<file path="config.mk">
export PLATFORM = sky130hd
export DESIGN_NAME = byte_unstuffing_frame_receiver
export DESIGN_NICKNAME = d
export VERILOG_FILES = /design/src/rtl/core/bufr_pkg.sv /design/src/rtl/core/bufr_front.sv /design/src/rtl/core/bufr_queue.sv /design/src/rtl/core/bufr_back.sv /design/src/rtl/core/byte_unstuffing_frame_receiver.sv
export SDC_FILE = /design/constraint.sdc
export NUM_CORES = 1
export LEC_CHECK = 0
export CORE_ASPECT_RATIO = 0.5
export CORE_MARGIN = 8
export CORE_UTILIZATION = 45
export CTS_CLUSTER_SIZE = 28
export DETAILED_ROUTE_END_ITERATION = 12
export DONT_BUFFER_PORTS = 1
export PLACE_DENSITY = 0.58
export REMOVE_ABC_BUFFERS = 1
export SYNTH_ARGS = -nofsm -noshare
export SYNTH_HDL_FRONTEND = slang
export SYNTH_HIERARCHICAL = 1
export SYNTH_SLANG_ARGS = --single-unit
</file>
<file path="constraint.sdc">
create_clock -name clk -period 8 [get_ports clk]
set_clock_uncertainty 0.15 [all_clocks]
set_input_delay 1.6 -clock clk [delete_from_list [all_inputs] [get_ports clk]]
set_output_delay 1.6 -clock clk [all_outputs]
set_load 0.005 [all_outputs]
</file>
<file path="src/rtl/core/bufr_pkg.sv">
`timescale 1ns / 1ps

package bufr_pkg;

  localparam int unsigned StoreDepth = 64;
  localparam int unsigned AddrW      = 6;
  localparam int unsigned LenW       = 7;

  typedef enum logic [1:0] {
    CFG_DELIMITER = 2'd0,
    CFG_ESCAPE    = 2'd1,
    CFG_XOR_MASK  = 2'd2
  } cfg_index_t;

  // Frame store write port, front to back. addr[AddrW] selects the bank.
  typedef struct packed {
    logic             en;
    logic [AddrW:0]   addr;
    logic [7:0]       data;
  } store_wr_t;

  // One finished frame waiting to be sent out.
  typedef struct packed {
    logic             bank;
    logic [AddrW-1:0] len;
    logic [1:0]       kind;
  } frame_desc_t;

  typedef struct packed {
    logic [7:0] delimiter;
    logic [7:0] escape;
    logic [7:0] xor_mask;
  } cfg_t;

endpackage

</file>
<file path="src/rtl/core/bufr_front.sv">
`timescale 1ns / 1ps

module bufr_front #(
  parameter int unsigned MAX_PAYLOAD = 64
) (
  input  logic                   clk,
  input  logic                   rst,
  input  bufr_pkg::cfg_t         cfg,
  input  logic                   in_fire,
  input  logic                   packet_start,
  input  logic [15:0]            seq,
  input  logic                   has_byte,
  input  logic [7:0]             data_byte,
  output bufr_pkg::store_wr_t    store_wr,
  output logic                   q_push,
  output bufr_pkg::frame_desc_t  q_desc
);

  localparam int unsigned LenW = bufr_pkg::LenW;

  logic [15:0]     expected_seq, expected_seq_next;
  logic            in_sync, in_sync_next;
  logic            escape_pending, escape_pending_next;
  logic            frame_overflow, frame_overflow_next;
  logic [LenW-1:0] frame_length, frame_length_next;
  logic [1:0]      kind, kind_next;
  logic            wbank, wbank_next;

  logic            do_store;
  logic [7:0]      store_val;
  logic [LenW-1:0] wr_len;
  logic [LenW-1:0] len_inc;

  always_comb begin
    expected_seq_next   = expected_seq;
    in_sync_next        = in_sync;
    escape_pending_next = escape_pending;
    frame_overflow_next = frame_overflow;
    frame_length_next   = frame_length;
    kind_next           = kind;
    wbank_next          = wbank;
    do_store            = 1'b0;
    store_val           = data_byte;
    q_push              = 1'b0;

    if (packet_start) begin
      if (expected_seq + 16'd1 != seq) begin
        in_sync_next        = 1'b0;
        escape_pending_next = 1'b0;
        frame_overflow_next = 1'b0;
        frame_length_next   = '0;
      end
      expected_seq_next = seq;
    end

    if (has_byte) begin
      if (!in_sync_next) begin
        if (data_byte == cfg.delimiter) begin
          in_sync_next        = 1'b1;
          escape_pending_next = 1'b0;
          frame_overflow_next = 1'b0;
          frame_length_next   = '0;
        end
      end else if (data_byte == cfg.delimiter) begin
        if (frame_length_next != '0 || escape_pending_next) begin
          if (!frame_overflow_next && !escape_pending_next) begin
            q_push     = 1'b1;
            wbank_next = ~wbank;
          end
          escape_pending_next = 1'b0;
          frame_overflow_next = 1'b0;
          frame_length_next   = '0;
        end
      end else if (escape_pending_next) begin
        escape_pending_next = 1'b0;
        do_store            = 1'b1;
        store_val           = data_byte ^ cfg.xor_mask;
      end else if (data_byte == cfg.escape) begin
        if (!frame_overflow_next) begin
          escape_pending_next = 1'b1;
        end
      end else begin
        do_store = 1'b1;
      end
    end

    // Overflowed frames swallow further bytes.
    if (frame_overflow_next) begin
      do_store = 1'b0;
    end

    wr_len  = frame_length_next;
    len_inc = frame_length_next + LenW'(1);
    if (do_store) begin
      if (frame_length_next == '0) begin
        kind_next = store_val[7:6];
      end
      frame_length_next = len_inc;
      if (len_inc >= LenW'(MAX_PAYLOAD)) begin
        frame_overflow_next = 1'b1;
      end
    end
  end

  assign store_wr.en   = in_fire & do_store;
  assign store_wr.addr = {wbank, wr_len[bufr_pkg::AddrW-1:0]};
  assign store_wr.data = store_val;

  assign q_desc.bank = wbank;
  assign q_desc.len  = frame_length[bufr_pkg::AddrW-1:0];
  assign q_desc.kind = kind;

  always_ff @(posedge clk) begin
    if (rst) begin
      expected_seq   <= '0;
      in_sync        <= 1'b0;
      escape_pending <= 1'b0;
      frame_overflow <= 1'b0;
      frame_length   <= '0;
      kind           <= '0;
      wbank          <= 1'b0;
    end else if (in_fire) begin
      expected_seq   <= expected_seq_next;
      in_sync        <= in_sync_next;
      escape_pending <= escape_pending_next;
      frame_overflow <= frame_overflow_next;
      frame_length   <= frame_length_next;
      kind           <= kind_next;
      wbank          <= wbank_next;
    end
  end

endmodule

</file>
<file path="src/rtl/core/bufr_queue.sv">
`timescale 1ns / 1ps

module bufr_queue (
  input  logic                   clk,
  input  logic                   rst,
  input  logic                   push,
  input  bufr_pkg::frame_desc_t  push_desc,
  input  logic                   pop,
  output logic                   head_valid,
  output bufr_pkg::frame_desc_t  head_desc,
  output logic                   full
);

  bufr_pkg::frame_desc_t entries [2];
  logic       wr_ptr;
  logic       rd_ptr;
  logic [1:0] count;

  assign head_valid = (count != 2'd0);
  assign full       = (count == 2'd2);
  assign head_desc  = entries[rd_ptr];

  always_ff @(posedge clk) begin
    if (push) begin
      entries[wr_ptr] <= push_desc;
    end
  end

  always_ff @(posedge clk) begin
    if (rst) begin
      wr_ptr <= 1'b0;
      rd_ptr <= 1'b0;
      count  <= 2'd0;
    end else begin
      if (push) begin
        wr_ptr <= ~wr_ptr;
      end
      if (pop) begin
        rd_ptr <= ~rd_ptr;
      end
      count <= count + 2'(push) - 2'(pop);
    end
  end

  assert property (@(posedge clk) disable iff (rst) !(push && full))
    else $error("frame queue push while full");
  assert property (@(posedge clk) disable iff (rst) pop |-> head_valid)
    else $error("frame queue pop while empty");
  assert property (@(posedge clk) disable iff (rst) (full && !pop) |=> !push)
    else $error("frame queue accepted a frame with both banks busy");

endmodule

</file>
<file path="src/rtl/core/bufr_back.sv">
`timescale 1ns / 1ps

module bufr_back (
  input  logic                   clk,
  input  logic                   rst,
  input  bufr_pkg::store_wr_t    store_wr,
  input  logic                   head_valid,
  input  bufr_pkg::frame_desc_t  head_desc,
  output logic                   pop,
  output logic                   m_tvalid,
  input  logic                   m_tready,
  output logic [15:0]            m_tdata,  // payload_byte[7:0], byte_index[13:8]
  output logic [1:0]             m_tuser,  // frame_kind[1:0]
  output logic                   m_tlast
);

  localparam int unsigned AddrW = bufr_pkg::AddrW;

  typedef enum logic [2:0] {
    ST_IDLE  = 3'b001,
    ST_FETCH = 3'b010,
    ST_SHOW  = 3'b100
  } state_t;

  logic [7:0]       mem [2*bufr_pkg::StoreDepth];
  logic [7:0]       rd_data;
  state_t           state, state_next;
  logic [AddrW-1:0] idx, idx_next;
  logic             is_last;

  always_ff @(posedge clk) begin
    if (store_wr.en) begin
      mem[store_wr.addr] <= store_wr.data;
    end
  end

  always_ff @(posedge clk) begin
    if (state == ST_FETCH) begin
      rd_data <= mem[{head_desc.bank, idx}];
    end
  end

  assign is_last = (idx + AddrW'(1)) == head_desc.len;

  always_comb begin
    state_next = state;
    idx_next   = idx;
    pop        = 1'b0;
    case (state)
      ST_IDLE: begin
        if (head_valid) begin
          idx_next   = '0;
          state_next = ST_FETCH;
        end
      end
      ST_FETCH: begin
        state_next = ST_SHOW;
      end
      ST_SHOW: begin
        if (m_tready) begin
          if (is_last) begin
            pop        = 1'b1;
            state_next = ST_IDLE;
          end else begin
            idx_next   = idx + AddrW'(1);
            state_next = ST_FETCH;
          end
        end
      end
      default: begin
        state_next = ST_IDLE;
      end
    endcase
  end

  always_ff @(posedge clk) begin
    if (rst) begin
      state <= ST_IDLE;
      idx   <= '0;
    end else begin
      state <= state_next;
      idx   <= idx_next;
    end
  end

  assign m_tvalid = (state == ST_SHOW);
  assign m_tdata  = {2'b00, idx, rd_data};
  assign m_tuser  = head_desc.kind;
  assign m_tlast  = is_last;

  assert property (@(posedge clk) disable iff (rst)
    m_tvalid |-> (head_valid && (idx < head_desc.len)))
    else $error("result shown without a frame or past its length");
  assert property (@(posedge clk) disable iff (rst)
    (state == ST_FETCH) |=> (state == ST_SHOW))
    else $error("store read not followed by a result");

endmodule

</file>
<file path="src/rtl/core/byte_unstuffing_frame_receiver.sv">
`timescale 1ns / 1ps
// With the back end idle, the closing delimiter's transaction registers the frame in the queue;
//   the back end picks it up in ST_IDLE, reads the store in ST_FETCH, raises m_tvalid in ST_SHOW.
// Output: each result is read from the store in ST_FETCH, then held in ST_SHOW until m_tready;
//   the next byte is not read before that, and the back end returns to ST_IDLE between frames.
// Throughput in: one item per cycle while a store bank is free; input stalls only while
//   two finished frames wait for the back end (two-bank frame store, two-entry queue).
// Reset (rst, synchronous): out of sync, empty frame, sequence 0, config to defaults 7E/7D/20.
//   The frame store is not cleared; only entries written for the current frame are read.

module byte_unstuffing_frame_receiver #(
  parameter int unsigned MAX_PAYLOAD = 64
) (
  input  logic        clk,
  input  logic        rst,
  input  logic        s_tvalid,
  output logic        s_tready,
  input  logic [23:0] s_tdata,   // seq[15:0], data_byte[23:16]
  input  logic [1:0]  s_tuser,   // packet_start[0], has_byte[1]
  output logic        m_tvalid,
  input  logic        m_tready,
  output logic [15:0] m_tdata,   // payload_byte[7:0], byte_index[13:8]
  output logic [1:0]  m_tuser,   // frame_kind[1:0]
  output logic        m_tlast,
  input  logic        cfg_we,
  input  logic [1:0]  cfg_index,
  input  logic [7:0]  cfg_data
);

  bufr_pkg::cfg_t         cfg;
  bufr_pkg::store_wr_t    store_wr;
  bufr_pkg::frame_desc_t  push_desc;
  bufr_pkg::frame_desc_t  head_desc;
  logic                   q_push;
  logic                   q_pop;
  logic                   q_full;
  logic                   head_valid;
  logic                   in_fire;

  always_ff @(posedge clk) begin
    if (rst) begin
      cfg.delimiter <= 8'h7E;
      cfg.escape    <= 8'h7D;
      cfg.xor_mask  <= 8'h20;
    end else if (cfg_we) begin
      case (cfg_index)
        bufr_pkg::CFG_DELIMITER: cfg.delimiter <= cfg_data;
        bufr_pkg::CFG_ESCAPE:    cfg.escape    <= cfg_data;
        bufr_pkg::CFG_XOR_MASK:  cfg.xor_mask  <= cfg_data;
        default: ;
      endcase
    end
  end

  // Hold input while both banks hold frames not yet sent.
  assign s_tready = ~q_full;
  assign in_fire  = s_tvalid & s_tready;

  bufr_front #(
    .MAX_PAYLOAD (MAX_PAYLOAD)
  ) u_front (
    .clk          (clk),
    .rst          (rst),
    .cfg          (cfg),
    .in_fire      (in_fire),
    .packet_start (s_tuser[0]),
    .seq          (s_tdata[15:0]),
    .has_byte     (s_tuser[1]),
    .data_byte    (s_tdata[23:16]),
    .store_wr     (store_wr),
    .q_push       (q_push),
    .q_desc       (push_desc)
  );

  bufr_queue u_queue (
    .clk        (clk),
    .rst        (rst),
    .push       (q_push & in_fire),
    .push_desc  (push_desc),
    .pop        (q_pop),
    .head_valid (head_valid),
    .head_desc  (head_desc),
    .full       (q_full)
  );

  bufr_back u_back (
    .clk        (clk),
    .rst        (rst),
    .store_wr   (store_wr),
    .head_valid (head_valid),
    .head_desc  (head_desc),
    .pop        (q_pop),
    .m_tvalid   (m_tvalid),
    .m_tready   (m_tready),
    .m_tdata    (m_tdata),
    .m_tuser    (m_tuser),
    .m_tlast    (m_tlast)
  );

endmodule

</file>
==> results of run 1 <==
## kinds of logic (layout without fill, tap and decap cells)
kind of cell	after synthesis	count (layout)	share of synthesized area [%]
compound gates	301	301	4.503
xor+xnor	59	59	1.182
fa+ha+maj	6	6	0.1673
buf+inv	169	240	1.701
flops	1117	1117	73.25
mux	387	387	14.02
other cells	1	2	0.008356
simple gates	486	486	5.172
## critical path, delay by kind of cell
kind | cells | cell delay [ps]
and+or+nand+nor | 6 | 3280
xor gates and xnor gates | 1 | 130
buffers and inverters | 1 | 530
AOI/OAI and AO/OA | 2 | 640
## worst paths after layout
kind | from | end | slack (ps)
hold / removal | cfg[0] | cfg[0] | 330
hold reg to reg | cfg[0] | cfg[0] | 330
setup reg to reg | u_front/expected_seq[3] | u_back/mem[121][5] | 2350
setup / recovery | s_tdata[17] | u_back/mem[121][5] | 1960
## per-layer routing
| metal | vias to the layer above | share of wire (%) |
|---|---|---|
| met5 | - | 0.011 |
| met4 | 2 | 1.8 |
| met3 | 138 | 8.5 |
| met2 | 844 | 45 |
| met1 | 12101 | 45 |
| li1 | 10117 | - |
## cell usage in the layout (no fill, tap or decap), drive strengths merged, types with 14 or more instances in the layout
cell and n:
buf 46, nor2b 21, o22ai 50, a22oi 72, edfxtp 1050, nor2 209
nand2b 27, a21oi 97, mux4 192, dfxtp 67, nor4 28, clkinv 45
nand2 82, nor3 34, xor2 24, inv 20, nand3 29, xnor2 34
mux2i 184, clkbuf 118, o21ai 14
## final cells by class
cell class / instances / area (µm²)
fillers: 8113 / 50000
flip-flops and latches: 1117 / 32880
multi-input cells: 1241 / 11340
clock buffers: 118 / 2570
well taps: 1344 / 1682
clock inverters: 61 / 564.3
repair buffers: 46 / 420.4
inverters: 15 / 56.30
## state kept, by name (all words and copies together) (netlist names), named ones only
register	count
u_front/expected_seq	16
u_back/rd_data	8
u_front/frame_overflow	1
u_front/wbank	1
u_back/idx	6
cfg	24
u_front/in_sync	1
u_queue/count	2
u_front/escape_pending	1
u_queue/wr_ptr	1
u_queue/entries	18
u_back/state	3
u_back/mem	1024
u_front/kind	2
u_queue/rd_ptr	1
u_front/frame_length	7
## power breakdown
group / internal [mW] / switching (mW) / total [mW]
registers: 6.39 / 0.0107 / 6.40
logic: 0.0377 / 0.134 / 0.171
clock network: 2.59 / 2.09 / 4.68
## metrics by stage
step           TNS (ps)  hold slack [ps]  instances
5_1_grt               0            348.4       3942
6_report              0            326.3       3942
4_1_cts               0            323.6       3942
3_3_place_gp          0            304.4       3763
2_1_floorplan   -564320            277.0       2373
3_5_place_dp          0            308.5       3763
==> flow_summary.rst, run 1 <==
.. list-table::
   :header-rows: 1

   * - Metric
     - Value
   * - Run status
     - finished clean
   * - Worst Tran Pin Value
     - approximately 1300 ps
   * - Number of hold buffers added after cts
     - 0
   * - Flip-flop and latch count after synthesis
     - 1,117
   * - Largest net degree at the start of global routing
     - 129
   * - Core region area
     - 99,520 µm²
   * - M3 GR Usage
     - 5.476%
   * - Number of cells traversed by the worst register-to-register path
     - 10
   * - Least setup slack across all paths after layout
     - 1960 ps
   * - Final number of hold-violating endpoints
     - 0
   * - Number of max-cap violations
     - 0
   * - Most used standard cells in the synthesized netlist
     - sky130_fd_sc_hd__edfxtp_1, sky130_fd_sc_hd__nor2_1, sky130_fd_sc_hd__mux4_2, sky130_fd_sc_hd__mux2i_1, sky130_fd_sc_hd__a21oi_1
   * - Die span in x
     - between 400 and 500 µm
   * - Proportion of register bits with asynchronous set or reset after synthesis
     - 0%
   * - Leakage power summed over all cells
     - 14.65 nW
   * - Max H-tree Level
     - 3
   * - Sum of overflow across all layers after global routing
     - 0
   * - Num CTS Buffers
     - 99
   * - Count of inserted antenna diode cells
     - 0
   * - Number of vias in the routed layout
     - 23,202
   * - Post-Layout Inst Area
     - a little under 50,000 µm²
   * - Last weighted congestion value of the routability-driven placer
     - roughly 0.85
   * - Kind of end point of the critical path
     - register
   * - Clk sink count
     - 1,117
   * - Final slew viol count
     - 0
   * - IR Drop Worst-Case VDD
     - 0.1441 mV
   * - Most common flop cell mapped by yosys
     - sky130_fd_sc_hd__edfxtp_1
   * - Grt peak-use layer
     - met2
   * - Top-area cell type share of the netlist area
     - 70.26%
   * - Die Y
     - 239.3 µm
   * - Placement Setup Slack
     - between 1000 and 1500 ps
   * - Post-synthesis cell count
     - 2,526
   * - Count of cells resized by post-cts repair
     - 0
   * - Crit path time final
     - between 6000 and 7000 ps
   * - All-layer global routing usage
     - 19.07%
   * - Total of endpoints with negative setup slack in the final report
     - 0
   * - TritonCTS clock tree
     - built
   * - Number of distinct standard cells referenced by the synthesized netlist
     - roughly 80
   * - Total die area
     - approximately 110,000 µm²
   * - Layout overhead on the synthesized area
     - 10.35%
   * - Drc violations
     - 0
   * - Required time of the worst setup path
     - 8150 ps
   * - Cell types occupying the most area after synthesis
     - sky130_fd_sc_hd__edfxtp_1, sky130_fd_sc_hd__mux4_2, sky130_fd_sc_hd__mux2i_1, sky130_fd_sc_hd__dfxtp_1, sky130_fd_sc_hd__nor2_1
   * - I/O pins
     - 62
   * - Power density normalized to cell area
     - 227.3 nW/µm²
   * - Starting Density
     - 45.09%
   * - Largest stage delay on the critical path
     - between 800 and 900 ps
   * - Root Driver
     - sky130_fd_sc_hd__clkbuf_16
   * - Clock Path Buffers
     - 3
   * - Number of global-route vias before repair
     - about 23,000
   * - Relative slew slack
     - 13.58%
   * - Met1 layer usage reported by global route
     - ~28%
   * - Crit-path cells
     - xor2_1 > nor4_1 > nand3_1 > a21oi_1 > a21oi_1 > and2_1 > nor2_1 > nand3_1 > buf_4 > nor2_1
   * - HPWL Detailed
     - 65,180 µm
   * - Global routing met2 resource utilization
     - between 20% and 30%
   * - Port bufs
     - 0
   * - RSZ-0062 raised after global routing
     - false
   * - Area after detailed placement
     - 46,380 µm²
   * - Clk_lat worst skew
     - approximately 680 ps
   * - Number of search-and-repair iterations in the first detailed-routing pass
     - 5
   * - Maximum achievable frequency
     - roughly 170 MHz
   * - WHS Path Cells
     - 2
   * - Type of the worst setup path
     - primary input to register
   * - Synthesis warning total
     - 6
   * - Number of nets in the layout
     - 2,567
   * - Number of enable-type register cells in the synthesized netlist
     - 1,050
   * - Detailed-route vias per instance
     - between 5 and 6
   * - Routed Antenna Nets
     - 0
   * - Worst-path fanout max
     - 13
   * - Global-route wire length before repair
     - between 150,000 and 200,000 µm
   * - Type of the tightest min-delay check
     - register to register
   * - Cell with the biggest individual delay on the critical path
     - sky130_fd_sc_hd__nand3_1
   * - Overall power of the completed layout
     - 11.26 mW
   * - Portion of the post-synthesis area used by sequential elements
     - 73.25%
   * - Post-Syn Area
     - 44,880 µm²
   * - Post CTS Setup Buffer Count
     - 0
   * - Fraction of the cycle the final worst path needs
     - 75.51%
   * - Ratio of cells with drive above 1 in the final layout
     - between 10% and 20%
   * - Antenna violations before repair
     - 1
   * - Nature of the critical path startpoint
     - primary input
   * - Most common cell in the synthesized netlist
     - sky130_fd_sc_hd__edfxtp_1
   * - DRC violation total after the first TritonRoute iteration
     - 2,513
   * - # rows
     - 82
   * - Total wire length after detailed routing
     - 107,700 µm
   * - Final core utilization
     - 49.76%
   * - Mean instance size in the synthesized netlist
     - 17.77 µm²
   * - Cell type with the highest aggregate area in the netlist
     - sky130_fd_sc_hd__edfxtp_1
   * - Data arrival time of the critical path
     - 6190 ps
   * - Clock-pin slew reported for the worst setup and hold paths after clock tree synthesis
     - roughly 60 ps
   * - Routed length per placed instance
     - 27.32 µm
(Power assumes the default switching activity.)
==> run 2, diff against run 1 <==
- ABC_AREA: default -> 1
- PLACE_DENSITY: 0.58 -> 0.56
- clock period: 8 -> 6.2 ns (I/O delays scaled with it)
==> flow_summary.rst, run 2 <==
.. list-table::
   :header-rows: 1

   * - Metric
     - Value
   * - Clk pwr share
     - 39.3%
   * - Routed length per placed instance
     - 22.36 µm
   * - Final slew viol count
     - 0
   * - Sum of overflow across all layers after global routing
     - 0
   * - I/O pins
     - between 60 and 70
   * - Leading cell type in the layout, fill and taps excluded
     - sky130_fd_sc_hd__nand2_1
   * - Leakage power summed over all cells
     - around 18 nW
   * - Number of nets in the layout
     - about 4,200
   * - Global-route wire length before repair
     - 188,600 µm
   * - Last weighted congestion value of the routability-driven placer
     - between 0.8 and 0.9
   * - Data arrival time of the critical path
     - about 5300 ps
   * - Worst reg2reg path startpoint
     - u_front/expected_seq[1]
   * - Switching power share of the total
     - 23.16%
   * - Number of search-and-repair iterations in the first detailed-routing pass
     - 6
   * - TritonCTS clock tree
     - built
   * - Cell type with the highest aggregate area in the netlist
     - sky130_fd_sc_hd__edfxtp_1
   * - Most used standard cells in the synthesized netlist
     - sky130_fd_sc_hd__nand2_1, sky130_fd_sc_hd__edfxtp_1, sky130_fd_sc_hd__nand3_1, sky130_fd_sc_hd__nor2_1, sky130_fd_sc_hd__a21oi_1
   * - Total wire length after detailed routing
     - around 130,000 µm
   * - Root Driver
     - sky130_fd_sc_hd__clkbuf_16
   * - Starting Density
     - 45.15%
   * - Number of global-route vias before repair
     - 30,085
   * - Num CTS Buffers
     - 100
   * - Core region area
     - 104,500 µm²
   * - Run status
     - finished clean
   * - Overall power of the completed layout
     - around 15 mW
   * - Portion of the post-synthesis area used by sequential elements
     - 69.69%
   * - Number of enable-type register cells in the synthesized netlist
     - about 1,100
   * - Launching element of the worst setup path
     - u_front/expected_seq[1]
   * - # rows
     - 84
   * - Clock-pin slew reported for the worst setup and hold paths after clock tree synthesis
     - 70 ps
   * - Number of vias in the routed layout
     - 31,037
   * - Die Y
     - 244.9 µm
   * - Port bufs
     - 0
   * - Total area of multi-input combinational cells
     - 12,560 µm²
   * - Max H-tree Level
     - 3
   * - Die span in x
     - around 470 µm
   * - Worst Tran Pin Value
     - 1164 ps
   * - RSZ-0062 raised after global routing
     - false
   * - Proportion of register bits with asynchronous set or reset after synthesis
     - 0%
   * - Post-Syn Area
     - 47,170 µm²
   * - Layout overhead on the synthesized area
     - 9.061%
   * - Type of the tightest min-delay check
     - register to register
   * - Cell Count, Final, Fillers Out
     - 5,676
   * - Detailed-route vias per instance
     - between 5 and 6
   * - Mean instance size in the synthesized netlist
     - 11.08 µm²
   * - Synthesis warning total
     - 6
   * - Post CTS Setup Buffer Count
     - 0
   * - DRC violation total after the first TritonRoute iteration
     - 2,995
   * - Fin Setup TNS
     - 0 ps
   * - Required time of the worst setup path
     - 6350 ps
   * - Startpoint of the tightest hold check path
     - cfg[22]
   * - Final core utilization
     - 49.24%
   * - Nature of the critical path startpoint
     - register
   * - HPWL Detailed
     - 75,300 µm
   * - Flip-flop count of the largest register after layout
     - ~1,000
   * - Final number of hold-violating endpoints
     - 0
   * - Clock Path Buffers
     - 3
   * - Number of max-cap violations
     - 0
   * - Regs by FF count
     - u_back/mem: 1024 flops, cfg: 24 flops, u_queue/entries: 18 flops
   * - Clk sink count
     - 1,117
   * - Post-synthesis cell count
     - about 4,300
   * - Register with the highest flop count
     - u_back/mem
   * - Relative contribution of combinational cells to total power
     - approximately 6.7%
   * - Routed Antenna Nets
     - 0
   * - Maximum achievable frequency
     - 195.8 MHz
   * - Power density normalized to cell area
     - ~300 nW/µm²
   * - Largest net degree at the start of global routing
     - 190
   * - Total die area
     - 116,100 µm²
   * - Antenna violations before repair
     - 0
   * - Area used by sequential logic in the layout
     - 32,880 µm²
   * - Ratio of cells with drive above 1 in the final layout
     - between 6 and 7%
   * - Count of inserted antenna diode cells
     - 0
   * - IR Drop Worst-Case VDD
     - about 0.21 mV
   * - Relative slew slack
     - approximately 22%
   * - Crit path time final
     - 5106 ps
   * - Type of the worst setup path
     - register to register
   * - Count of cells resized by post-cts repair
     - 0
   * - Share of total power in sequential cells
     - a little over half
   * - Instance count after placement with tap cells included
     - 5,488
   * - Most common cell in the synthesized netlist
     - sky130_fd_sc_hd__nand2_1
   * - Total of endpoints with negative setup slack in the final report
     - 0
   * - Number of distinct standard cells referenced by the synthesized netlist
     - between 50 and 60
   * - Internal power
     - between 10 and 15 mW
   * - Most common flop cell mapped by yosys
     - sky130_fd_sc_hd__edfxtp_1
   * - Fraction of the cycle the final worst path needs
     - 82.36%
   * - Top-area cell type share of the netlist area
     - between 60% and 70%
   * - Number of hold buffers added after cts
     - 0
   * - Clk_lat worst skew
     - a little under 700 ps
   * - All-layer global routing usage
     - 21.25%
   * - Worst-path fanout max
     - 18
   * - Net switching power
     - roughly 3.6 mW
   * - Cell types occupying the most area after synthesis
     - sky130_fd_sc_hd__edfxtp_1, sky130_fd_sc_hd__nand2_1, sky130_fd_sc_hd__nand3_1, sky130_fd_sc_hd__dfxtp_1, sky130_fd_sc_hd__nor2_1
   * - Flip-flop and latch count after synthesis
     - 1,117
   * - Drc violations
     - 0
   * - Leading cell types in the layout, fill and taps excluded
     - sky130_fd_sc_hd__nand2_1, sky130_fd_sc_hd__edfxtp_1, sky130_fd_sc_hd__nand3_1
   * - Kind of end point of the critical path
     - register
   * - Filler Cell Count
     - 9,430
## run 2: cell types whose count changed after synthesis, moves of 43 or more
cell | before | now
sky130_fd_sc_hd__o21ai_0 | 13 | 56
sky130_fd_sc_hd__buf_2 | 43 | 138
sky130_fd_sc_hd__clkbuf_1 | 81 | 38
sky130_fd_sc_hd__nand2_1 | 82 | 1443
sky130_fd_sc_hd__a22oi_1 | 72 | 0
sky130_fd_sc_hd__a21boi_0 | 0 | 48
sky130_fd_sc_hd__inv_1 | 13 | 117
sky130_fd_sc_hd__mux4_2 | 192 | 0
sky130_fd_sc_hd__nor2_1 | 208 | 268
sky130_fd_sc_hd__a21oi_1 | 97 | 157
sky130_fd_sc_hd__mux2i_1 | 184 | 0
sky130_fd_sc_hd__nand3_1 | 28 | 596
## run 2: worst max-delay path, cell delays in order, from the launching register on
cell and delay, ps:
sky130_fd_sc_hd__dfxtp_1 380, sky130_fd_sc_hd__ha_1 250, sky130_fd_sc_hd__nand2_1 140, sky130_fd_sc_hd__nor2_4 190, sky130_fd_sc_hd__nand2_2 110, sky130_fd_sc_hd__o21bai_2 130, sky130_fd_sc_hd__inv_2 40, sky130_fd_sc_hd__nor2_2 100
sky130_fd_sc_hd__nand3_2 90, sky130_fd_sc_hd__o21ai_4 530, sky130_fd_sc_hd__o211ai_1 270, sky130_fd_sc_hd__inv_1 260, sky130_fd_sc_hd__inv_1 60, sky130_fd_sc_hd__nor2_1 640, sky130_fd_sc_hd__nand3_1 630, sky130_fd_sc_hd__nor2_1 730
## run 2: routing by layer
| metal | GRT usage (%) | part of all wire, % |
|---|---|---|
| met1 | 30.18 | 44 |
| met2 | 34.06 | 46 |
| met3 | 3.190 | 6.7 |
| met4 | 6.432 | 2.8 |
| met5 | 0 | 0 |
## run 2: per-stage QoR
step	instance area [µm²]	hold slack, ps	worst slack (ps)
6_report	51450	326.3	1094
5_1_grt	51450	347.7	798.5
4_1_cts	51450	325.4	1148
3_5_place_dp	48310	307.7	696.3
3_3_place_gp	48310	307.1	791.0
2_1_floorplan	45820	275.9	-23560
## run 2: final timing paths
path,cells after the start,end,slack [ps]
worst min-delay path,2,cfg[22],330
worst max-delay path,15,u_back/mem[87][6],1090
worst min register to register,2,cfg[22],330
worst max register to register,15,u_back/mem[87][6],1090
## run 2: cell families after synthesis
group | count (synthesis) | share of synthesized area (%)
and+or+nand+nor | 2372 | 21.04
DFF | 1117 | 69.69
buffers and inverters | 377 | 3.889
AOI/OAI and AO/OA | 345 | 4.361
xor gates and xnor gates | 31 | 0.5756
muxes | 9 | 0.2865
adders and majority gates | 6 | 0.1591
other | 1 | 0.007950
## run 2: layout make-up
cell class	instances	share of cell area, %
Sequential cell	1117	63.92
Clock buffer	124	5.163
Multi-Input combinational cell	2765	24.42
Tap cell	1419	3.451
Clock inverter	64	0.9315
Timing Repair Buffer	59	1.153
Inverter	128	0.9631
## run 2: power groups by stage
stage	Clock [mW]	Sequential, mW	Combinational, mW
floorplan	0	8.53	0.527
global placement	0	8.48	1.01
detailed placement	0	8.48	1.01
CTS	6.17	8.32	1.02
global route	6.43	8.32	1.11
finish	6.05	8.32	1.03
